**src/design/cpmg_tcc_div.sv**
```systemverilog
// Iterative restoring divider, one quotient bit per cycle.
module cpmg_tcc_div #(
  parameter int W = 27
) (
  input  logic         clk,
  input  logic         rst_n,
  input  logic         start,
  input  logic [W-1:0] dividend,
  input  logic [W-1:0] divisor,
  output logic         done,
  output logic [W-1:0] quotient
);

  localparam int CW = $clog2(W + 1);

  logic [CW-1:0] cnt_r, cnt_nxt;
  logic          done_r, done_nxt;
  logic [W-1:0]  rem_r, rem_nxt;
  logic [W-1:0]  quo_r, quo_nxt;
  logic [W-1:0]  dvs_r, dvs_nxt;
  logic [W:0]    trial;

  always_comb begin
    cnt_nxt  = cnt_r;
    done_nxt = 1'b0;
    rem_nxt  = rem_r;
    quo_nxt  = quo_r;
    dvs_nxt  = dvs_r;
    trial    = {rem_r, quo_r[W-1]};
    if (start) begin
      cnt_nxt = CW'(W);
      rem_nxt = '0;
      quo_nxt = dividend;
      dvs_nxt = divisor;
    end else if (cnt_r != '0) begin
      cnt_nxt = cnt_r - 1'b1;
      if (trial >= {1'b0, dvs_r}) begin
        rem_nxt = W'(trial - {1'b0, dvs_r});
        quo_nxt = {quo_r[W-2:0], 1'b1};
      end else begin
        rem_nxt = trial[W-1:0];
        quo_nxt = {quo_r[W-2:0], 1'b0};
      end
      if (cnt_r == CW'(1)) done_nxt = 1'b1;
    end
  end

  always_ff @(posedge clk) begin
    if (!rst_n) begin
      cnt_r  <= '0;
      done_r <= 1'b0;
    end else begin
      cnt_r  <= cnt_nxt;
      done_r <= done_nxt;
    end
    rem_r <= rem_nxt;
    quo_r <= quo_nxt;
    dvs_r <= dvs_nxt;
  end

  assign done     = done_r;
  assign quotient = quo_r;

endmodule

```
**config.mk**
```make
export PLATFORM = sky130hd
export DESIGN_NAME = cpmg_tcc_div
export DESIGN_NICKNAME = d
export VERILOG_FILES = /design/src/design/cpmg_tcc_div.sv
export SDC_FILE = /design/constraint.sdc
export NUM_CORES = 1
export LEC_CHECK = 0
export ABC_AREA = 1
export BUFFER_PORTS_ARGS = -buffer_cell sky130_fd_sc_hd__buf_4
export CORE_AREA = 2 2 126 91
export CTS_CLUSTER_SIZE = 40
export DETAILED_ROUTE_END_ITERATION = 6
export DIE_AREA = 0 0 128 93
export PLACE_DENSITY = 0.76
export SYNTH_ARGS = -nofsm -noshare
export SYNTH_HDL_FRONTEND = slang
export SYNTH_SLANG_ARGS = --single-unit
export TNS_END_PERCENT = 30
```
**constraint.sdc**
```tcl
create_clock -name clk -period 2.65 [get_ports clk]
set_clock_uncertainty 0.1 [all_clocks]
set_input_delay 0.265 -clock clk [delete_from_list [all_inputs] [get_ports clk]]
set_output_delay 0.265 -clock clk [all_outputs]
set_load 0.02 [all_outputs]
```
# After elaboration in Yosys (flattened, before gate mapping)
# Cells that the tools add are included.
dict set report op_classes {
  add_sub_neg 2
  magnitude_cmp 1
  n_eq_ne 1
  n_mux 7
  n_bitwise 2
  n_reduce_logical 4
}
# cell n
set ops {}
lappend ops {{$mux W27} 3}
lappend ops {{$ge A28 B27 Y1} 1}
lappend ops {{$sub A27 B27 Y27} 1}
lappend ops {{$mux W5} 2}
lappend ops {{$eq A5 B1 Y1 const B} 1}
lappend ops {{$reduce_bool A5 Y1} 1}
lappend ops {{$sub A5 B1 Y5 const B} 1}
lappend ops {{$reduce_or A3 Y1} 1}
lappend ops {{$mux W1} 2}
lappend ops {{$not A1 Y1} 2}
lappend ops {{$reduce_bool A2 Y1} 1}
lappend ops {{$reduce_or A2 Y1} 1}
dict set report word_totals {
  register_bits 87
  wordCells 23
}

# Depth between registers and ports, before layout
# Gate-level depths: netlist of the first run.
dict set report logic_depth {
  ltp_word 4
  depth_mapped 15
}

# Least setup slack after synthesis of the first run
# No wires, ideal clock.
dict set report synth_timing {
  path_type {flip-flop to flip-flop}
  startpoint {reg quo_r[26], in the netlist quotient[26]}
  endpoint {reg rem_r[19]}
  setup_time_ns 0.114
  arrival_ns 2.204
  slack_ns 0.232
  path_stages_with_launch 16
  path_buffers 2
  path_cell_list {edfxtp_1 -> inv_1 -> ha_1 -> fa_1 -> inv_1 -> nand3_1 -> nand3_1 -> nand2_1 -> nand3_1 -> nand2_4 -> nand3_2 -> buf_6 -> buf_12 -> nand3_1 -> nand3_1 -> nand2_1}
}
dict set report synth_via {
  elab_chain_len 2
}
# element line_no
set synth_rtl {}
lappend synth_rtl {{from (decl)} 19} ;# logic [W-1:0] quo_r, quo_nxt;
lappend synth_rtl {{from (signal assigned)} 57} ;# quo_r <= quo_nxt;
lappend synth_rtl {{$sub A27 B27 Y27 / $ge A28 B27 Y1 (equally long branches)} {38, 37}}
lappend synth_rtl {{$mux W27 *} 37} ;# if (trial >= {1'b0, dvs_r}) begin
lappend synth_rtl {{to (signal assigned)} 56} ;# rem_r <= rem_nxt;
lappend synth_rtl {{to (decl)} 18} ;# logic [W-1:0] rem_r, rem_nxt;
# Mark *: on every way between the ends. The rest lies on a longest branch, timed or not.
# A chain may end at the register's enable or synchronous reset.

# Worst setup path after layout of the first run
dict set report layout_timing {
  startpoint {reg quo_r[26], in the netlist quotient[26]}
  endpoint {reg rem_r[18]}
}
# The elaborated chain is that of the path after synthesis.

==> out/results.ini, run 1 <==
[worst_setup_path]
arrival_ps = 2630
reg2reg_depth = 14
worstSetupEndpointType = flop
criticalPathCategory = reg2reg
rr_endpoint = rem_r[18]
r2r-start = quotient[26]
crit_fanout = 14
ff2ff_setup_slack_ps = 160
cp-start-kind = flop
cp.required_ps = 2790

[yosys]
synth_area_per_cell_sq_um = 6.976
yosysUniqueCellTypes = 35
synth_edf_count = 54
yosys_warnings = 0
synth-seq-cells = 87
syn_area_sq_um = 5783
yosysMostFrequentCell = nand2_1
synth_flop_cell = edfxtp_1
synthTopCellsByArea = edfxtp_1, nand2_1, dfxtp_1
synth_area_leader_cell = edfxtp_1
synth_common_cells = nand2_1, inv_1, nand3_1
syn_inst = 829
yosysSeqAreaShare = 0.3946
synthArstFlopShare = 0
syn-num-nets = 917
synth_top_cell_area_share = 0.2804

[timing]
tns_ps = 0
tightest_slew_ps = 631.5
max_freq_ghz = 0.4022
relSlewSlack = 0.5790
finalHoldViolCount = 0
setup_violations = 0
finalCriticalPeriod_ps = 2486
slew_violations = 0
finalCritPeriodShare = 0.9383

[cts]
cts_num_sinks = 87
cts.clk_slew.worst_paths_ps = 70
cts_tree = yes
numCtsBuffers = 9
cts_setup_buffers = 0
clock_latency_ps = 350
htreeDepth = 3
root_buffer = clkbuf_16
cts_buffer_depth = 2

[power_and_ir_drop]
leakagePower_nw = 3.831
power_frac_comb = 0.535
vdd_drop_max_mv = 0.5352
power.total_w = 0.006819
p_clk_frac = 0.179
pwr-share-seq = 0.285
p_int_w = 0.003738
power_density_nw_per_um2 = 955.0
swShare = 0.4518
p_sw_w = 0.003081

[detailed_routing]
drt-met1-wl_microns = 7276
via_per_inst = 5.055
routed_wl_microns = 14750
final_antenna_net_count = 0
top_layer = met4
drtIter0Drc = 474
drt-wirelength-per-cell_microns = 13.58
vias = 5490
dr.pass1.iters = 5
wl_met3_microns = 1138
wl_met2_microns = 6174
drcViolationCount = 0

[hold_path]
hold_depth = 3
whs_endpoint = cnt_r[4]
holdCritStartpoint = rst_n
min-delay-path-class = in2reg

[global_route]
gr-total-overflow = 0
grt_start_max_net_pins = 53
antenna_found_initial = 0
first_global_vias = 5269
grt.total_usage = 0.2640
grt_pass1_wl_microns = 24760

[finish]
num_antenna_cells = 0
area_delta_synth_final_pct = 23.47
nNetsFinal = 1033
fillers = 963
final_layout_size_suffix_gt1_frac = 0.1526

[floorplanning]
ioPinCount = 85
row_count = 32
coreArea_sq_um = 10730
initial_utilization = 0.5389
die_area_sq_um = 11900
fp.dieW_microns = 128
die_h_microns = 93

[placement]
portBuffers = 84
routabilityCongestion = 0.9914
hpwl_microns = 10870

[job]
maxCapViolations = 0

[outcome]
outcome = finished clean

==> registers in the layout, indices dropped and copies added (netlist names) <==
signal,flops
cnt_r,5
quotient,27
dvs_r,27
done,1
rem_r,27
==> worst max path at each step <==
stage                  from         to  slack (ps)  cells past startpoint
2_1_floorplan  quotient[26]  rem_r[19]         230                     15
3_3_place_gp   quotient[26]  rem_r[13]         260                     14
3_5_place_dp   quotient[26]  rem_r[16]         130                     14
4_1_cts        quotient[26]  rem_r[16]         120                     14
5_1_grt        quotient[26]  rem_r[14]         -20                     14
6_report       quotient[26]  rem_r[18]         160                     14
==> power by group through the flow <==
| stage | logic [W] | clock network (W) | registers [W] |
|---|---|---|---|
| after floorplan | 0.00260 | 0 | 0.00200 |
| after global placement | 0.00347 | 0 | 0.00196 |
| after detailed placement | 0.00351 | 0 | 0.00196 |
| after CTS | 0.00356 | 0.00124 | 0.00194 |
| after global routing | 0.00411 | 0.00129 | 0.00198 |
| final | 0.00365 | 0.00122 | 0.00195 |
==> cell type report <==
cell class | instances | area (sq um) | area share
Clock buffer | 9 | 225.2 | 0.03154
Clock inverter | 7 | 56.30 | 0.007885
Inverter | 171 | 641.9 | 0.08989
Multi-Input combinational cell | 552 | 2759 | 0.3864
Sequential cell | 87 | 2282 | 0.3196
Tap cell | 136 | 170.2 | 0.02383
Timing Repair Buffer | 124 | 1006 | 0.1409
==> through the flow <==
step,area (sq um),setup slack (ps),hold slack (ps),instances,utilization
global placement,6581,261.6,342.8,1043,0.6133
CTS,7133,116.7,39.36,1086,0.6648
global route,7141,-19.48,79.16,1086,0.6655
finish,7141,163.5,51.17,1086,0.6655
floorplan,5783,232.3,263.9,829,-
detailed placement,6581,129.3,344.4,1043,0.6133
==> worst max-delay path, cell delays in order (launching register included) <==
cell,delay (ps)
edfxtp_1,350
inv_1,60
ha_1,220
fa_1,410
inv_1,90
nand3_1,60
nand3_1,120
nand2_1,70
nand3_1,160
nand2_4,170
nand3_2,140
buf_4,200
nand3_1,90
nand3_1,90
nand2_1,60
==> cells by family after synthesis <==
| family | synth area share |
|---|---|
| xor+xnor | 0.01969 |
| buf+inv | 0.1283 |
| flops | 0.3946 |
| compound gates | 0.03246 |
| fa+ha+maj | 0.06837 |
| simple gates | 0.3566 |
==> cells in the final DEF, fill, tap and decap left out, types with 27 or more instances in the layout <==
master         synthesis  final
nand3_1               57     57
ha_1                  30     30
inv_1                160    160
edfxtp_1              54     54
nand4_1               35     35
dlygate4sd3_1          0     27
nand2_1              327    327
nor2_1                31     31
buf_4                  0     96
dfxtp_1               33     33
==> what timing repair did <==
item	4_1_cts	5_1_grt
hold buffers	27	0
setup endpoints to repair	0	20
gates resized for setup	0	2
endpoints found under the hold margin	27	0
==> layer usage <==
metal / GRT usage / vias up
met5: 0 / -
met4: 0.07143 / 0
met3: 0.05034 / 14
met2: 0.3944 / 200
met1: 0.3922 / 2463
li1: - / 2813
(Power assumes the default switching activity.)
==> run 2, diff against run 1 <==
--- a/config.mk
+++ b/config.mk
@@ -5,13 +5,12 @@
 export SDC_FILE = /design/constraint.sdc
 export NUM_CORES = 1
 export LEC_CHECK = 0
-export ABC_AREA = 1
 export BUFFER_PORTS_ARGS = -buffer_cell sky130_fd_sc_hd__buf_4
-export CORE_AREA = 2 2 126 91
+export CORE_AREA = 2 2 118 86
 export CTS_CLUSTER_SIZE = 40
 export DETAILED_ROUTE_END_ITERATION = 6
-export DIE_AREA = 0 0 128 93
-export PLACE_DENSITY = 0.76
+export DIE_AREA = 0 0 120 88
+export PLACE_DENSITY = 0.77
 export SYNTH_ARGS = -nofsm -noshare
 export SYNTH_HDL_FRONTEND = slang
 export SYNTH_SLANG_ARGS = --single-unit
==> run 2 against run 1 <==
  * The flow now finishes with violations (negative setup slack)
  * Combinational power is 8.2% higher
  * Fmax is 17% lower
  * Die area is 11% lower
  * Register-to-register slack worse by 510 ps
  * Non-clock buffer count is 65 higher
  * Largest power group unchanged
==> out/results.ini, run 2 <==
[outcome]
outcome = finished with violations
violations = negative setup slack

[timing]
rsz0062_at_grt = true
finalCriticalPeriod_ps = 2999
holdWs_ps = 113.6
setup_violations = 28
slew_violations = 0
tns_ps = -7246
tightest_slew_ps = 1015
max_freq_ghz = 0.3334
finalCritPeriodShare = 1.132
relSlewSlack = 0.3226
finalHoldViolCount = 0
setup_ws_ps = -349.4

[finish]
num_antenna_cells = 0
stdcell_area_sq_um = 7051
mostFrequentLayoutCells = buf_4, edfxtp_1, nor2_1
area_delta_synth_final_pct = 39.55
regArea_sq_um = 2282
multiInputGateArea_sq_um = 2660
final_common_cell = buf_4
nNetsFinal = 763
fillers = 643
final_layout_size_suffix_gt1_frac = 0.3559

[hold_path]
min-delay-path-class = in2reg
holdCritStartpoint = rst_n
whs_endpoint = cnt_r[2]
hold_depth = 2

[placement]
portBuffers = 84
hpwl_microns = 9034
place_area_sq_um = 6315
routabilityCongestion = 0.8945

[worst_setup_path]
r2r-start = dvs_r[7]
arrival_ps = 3130
cp-start-kind = flop
cp.required_ps = 2780
criticalPathCategory = reg2reg
crit_fanout = 7
reg2reg_depth = 11
ff2ff_setup_slack_ps = -350
worstSetupEndpointType = flop
rr_endpoint = rem_r[1]

[detailed_routing]
routed_wl_microns = 13090
drtIter0Drc = 469
dr.pass1.iters = 5
drcViolationCount = 0
drt-wirelength-per-cell_microns = 16.19
via_per_inst = 5.564
vias = 4496
final_antenna_net_count = 0

[yosys]
synth_flop_cell = edfxtp_1
synth.area.mux_share = 0.07652
syn_inst = 500
synth_area_per_cell_sq_um = 10.10
yosys.area_share.adder = 0.07826
synth_xor_area_frac = 0.03814
synth_top_family_by_area = simple AND/OR/NAND/NOR gates
synth_compound_area_frac = 0.1392
yosysUniqueCellTypes = 60
synth_edf_count = 54
yosysMostFrequentCell = edfxtp_1
synth-seq-cells = 87
synthSimpleGateAreaFrac = 0.1657
yosysSeqAreaShare = 0.4517
syn-num-nets = 588
synth_area_leader_cell = edfxtp_1
synth_common_cells = edfxtp_1, nor2_1, inv_1
yosys_warnings = 0
synthTopCellsByArea = edfxtp_1, dfxtp_1, ha_1
synth_top_cell_area_share = 0.3210
syn_area_sq_um = 5052
synthArstFlopShare = 0

[floorplanning]
row_count = 30
initial_utilization = 0.5363
fp.dieW_microns = 120
die_h_microns = 88
ioPinCount = 85
die_area_sq_um = 10560
coreArea_sq_um = 9422

[cts]
root_buffer = clkbuf_16
cts_tree = yes
htreeDepth = 3
numCtsBuffers = 9
cts.clk_slew.worst_paths_ps = 60
cts_num_sinks = 87
clock_latency_ps = 340
cts_buffer_depth = 2

[global_route]
grt_start_max_net_pins = 68
grt.total_usage = 0.2452
antenna_found_initial = 0
first_global_vias = 4192
grt_pass1_wl_microns = 20420
gr-total-overflow = 0

[power_and_ir_drop]
swShare = 0.3860
p_sw_w = 0.002750
power_density_nw_per_um2 = 1010
power_frac_comb = 0.554
p_int_w = 0.004374
vdd_drop_max_mv = 0.5426
pwr-share-seq = 0.277
leakagePower_nw = 3.131
p_clk_frac = 0.168

[job]
maxCapViolations = 0

## run 2: changes by cell type after synthesis, moves of 12 or more
| cell | delta |
|---|---|
| inv_1 | -122 |
| mux2_2 | +29 |
| nand2_1 | -294 |
| nand3_1 | -40 |
| nand4_1 | -32 |
| nor3_1 | +28 |
| nor4_1 | +12 |
## run 2: worst max-delay path by stage
stage              from           to  slack (ps)  cells after the start
2_1_floorplan  dvs_r[7]  quotient[0]        -470                     11
5_1_grt        dvs_r[7]     rem_r[1]        -480                     11
3_3_place_gp   dvs_r[7]     rem_r[1]        -350                     11
6_report       dvs_r[7]     rem_r[1]        -350                     11
4_1_cts        dvs_r[7]     rem_r[1]        -310                     11
3_5_place_dp   dvs_r[7]    rem_r[10]        -390                     12
## run 2: critical path, stage by stage (launching register included)
cell and delay, ps:
edfxtp_1 380, inv_2 70, ha_4 190, a211o_1 310, a211oi_2 250, o211ai_2 140, o311ai_4 300, a211oi_2 110
or4_4 540, buf_6 170, mux2i_1 120, a22o_1 200
## run 2: layout make-up
class                   instances  share of cell area
well taps                     128             0.02272
clock buffers                  11             0.03443
multi-input cells             350              0.3773
clock inverters                 5            0.005856
repair buffers                189              0.2158
flip-flops and latches         87              0.3237
inverters                      38             0.02023
## run 2: metal layers
metal  up-vias  track usage  wire [microns]
met4         0      0.06524             148
met2       170       0.3874            5948
li1       2189            -               -
met1      2122       0.3426            6071
met3        15      0.05664             916
met5         -            0               0
## run 2: metrics by stage
step | worst slack [ps] | cells | total power [W] | util
6_report | -349.4 | 808 | 0.007124 | 0.7483
5_1_grt | -478.6 | 808 | 0.007551 | 0.7483
4_1_cts | -308.6 | 807 | 0.006905 | 0.7384
3_5_place_dp | -394.0 | 761 | 0.005507 | 0.6703
3_3_place_gp | -348.3 | 761 | 0.005395 | 0.6703
2_1_floorplan | -465.3 | 500 | 0.004198 | -
## run 2: timing repair
action	4_1_cts	5_1_grt
setup buffers	2	1
gates cloned	1	0
hold buffers	27	0
pin swaps	16	3
resized for setup	14	22
endpoints found under the setup margin	28	28
hold endpoints to repair	27	0
## run 2: power groups by stage
stage          Sequential (W)  Combinational, W  Clock (W)
4_1_cts               0.00197           0.00372    0.00122
2_1_floorplan         0.00203           0.00216          0
3_5_place_dp          0.00199           0.00352          0
3_3_place_gp          0.00198           0.00342          0
5_1_grt               0.00201           0.00427    0.00127
6_report              0.00198           0.00395    0.00120
## run 2: logic make-up (layout without fill, tap and decap cells)
kind of cell,Yosys count,after routing
XOR/XNOR,22,22
AND/OR/NAND/NOR,167,167
flip-flops,87,87
buffers and inverters,63,243
AO/OA/AOI/OAI,95,95
adder cells (fa/ha/maj),31,31
multiplexers,35,35
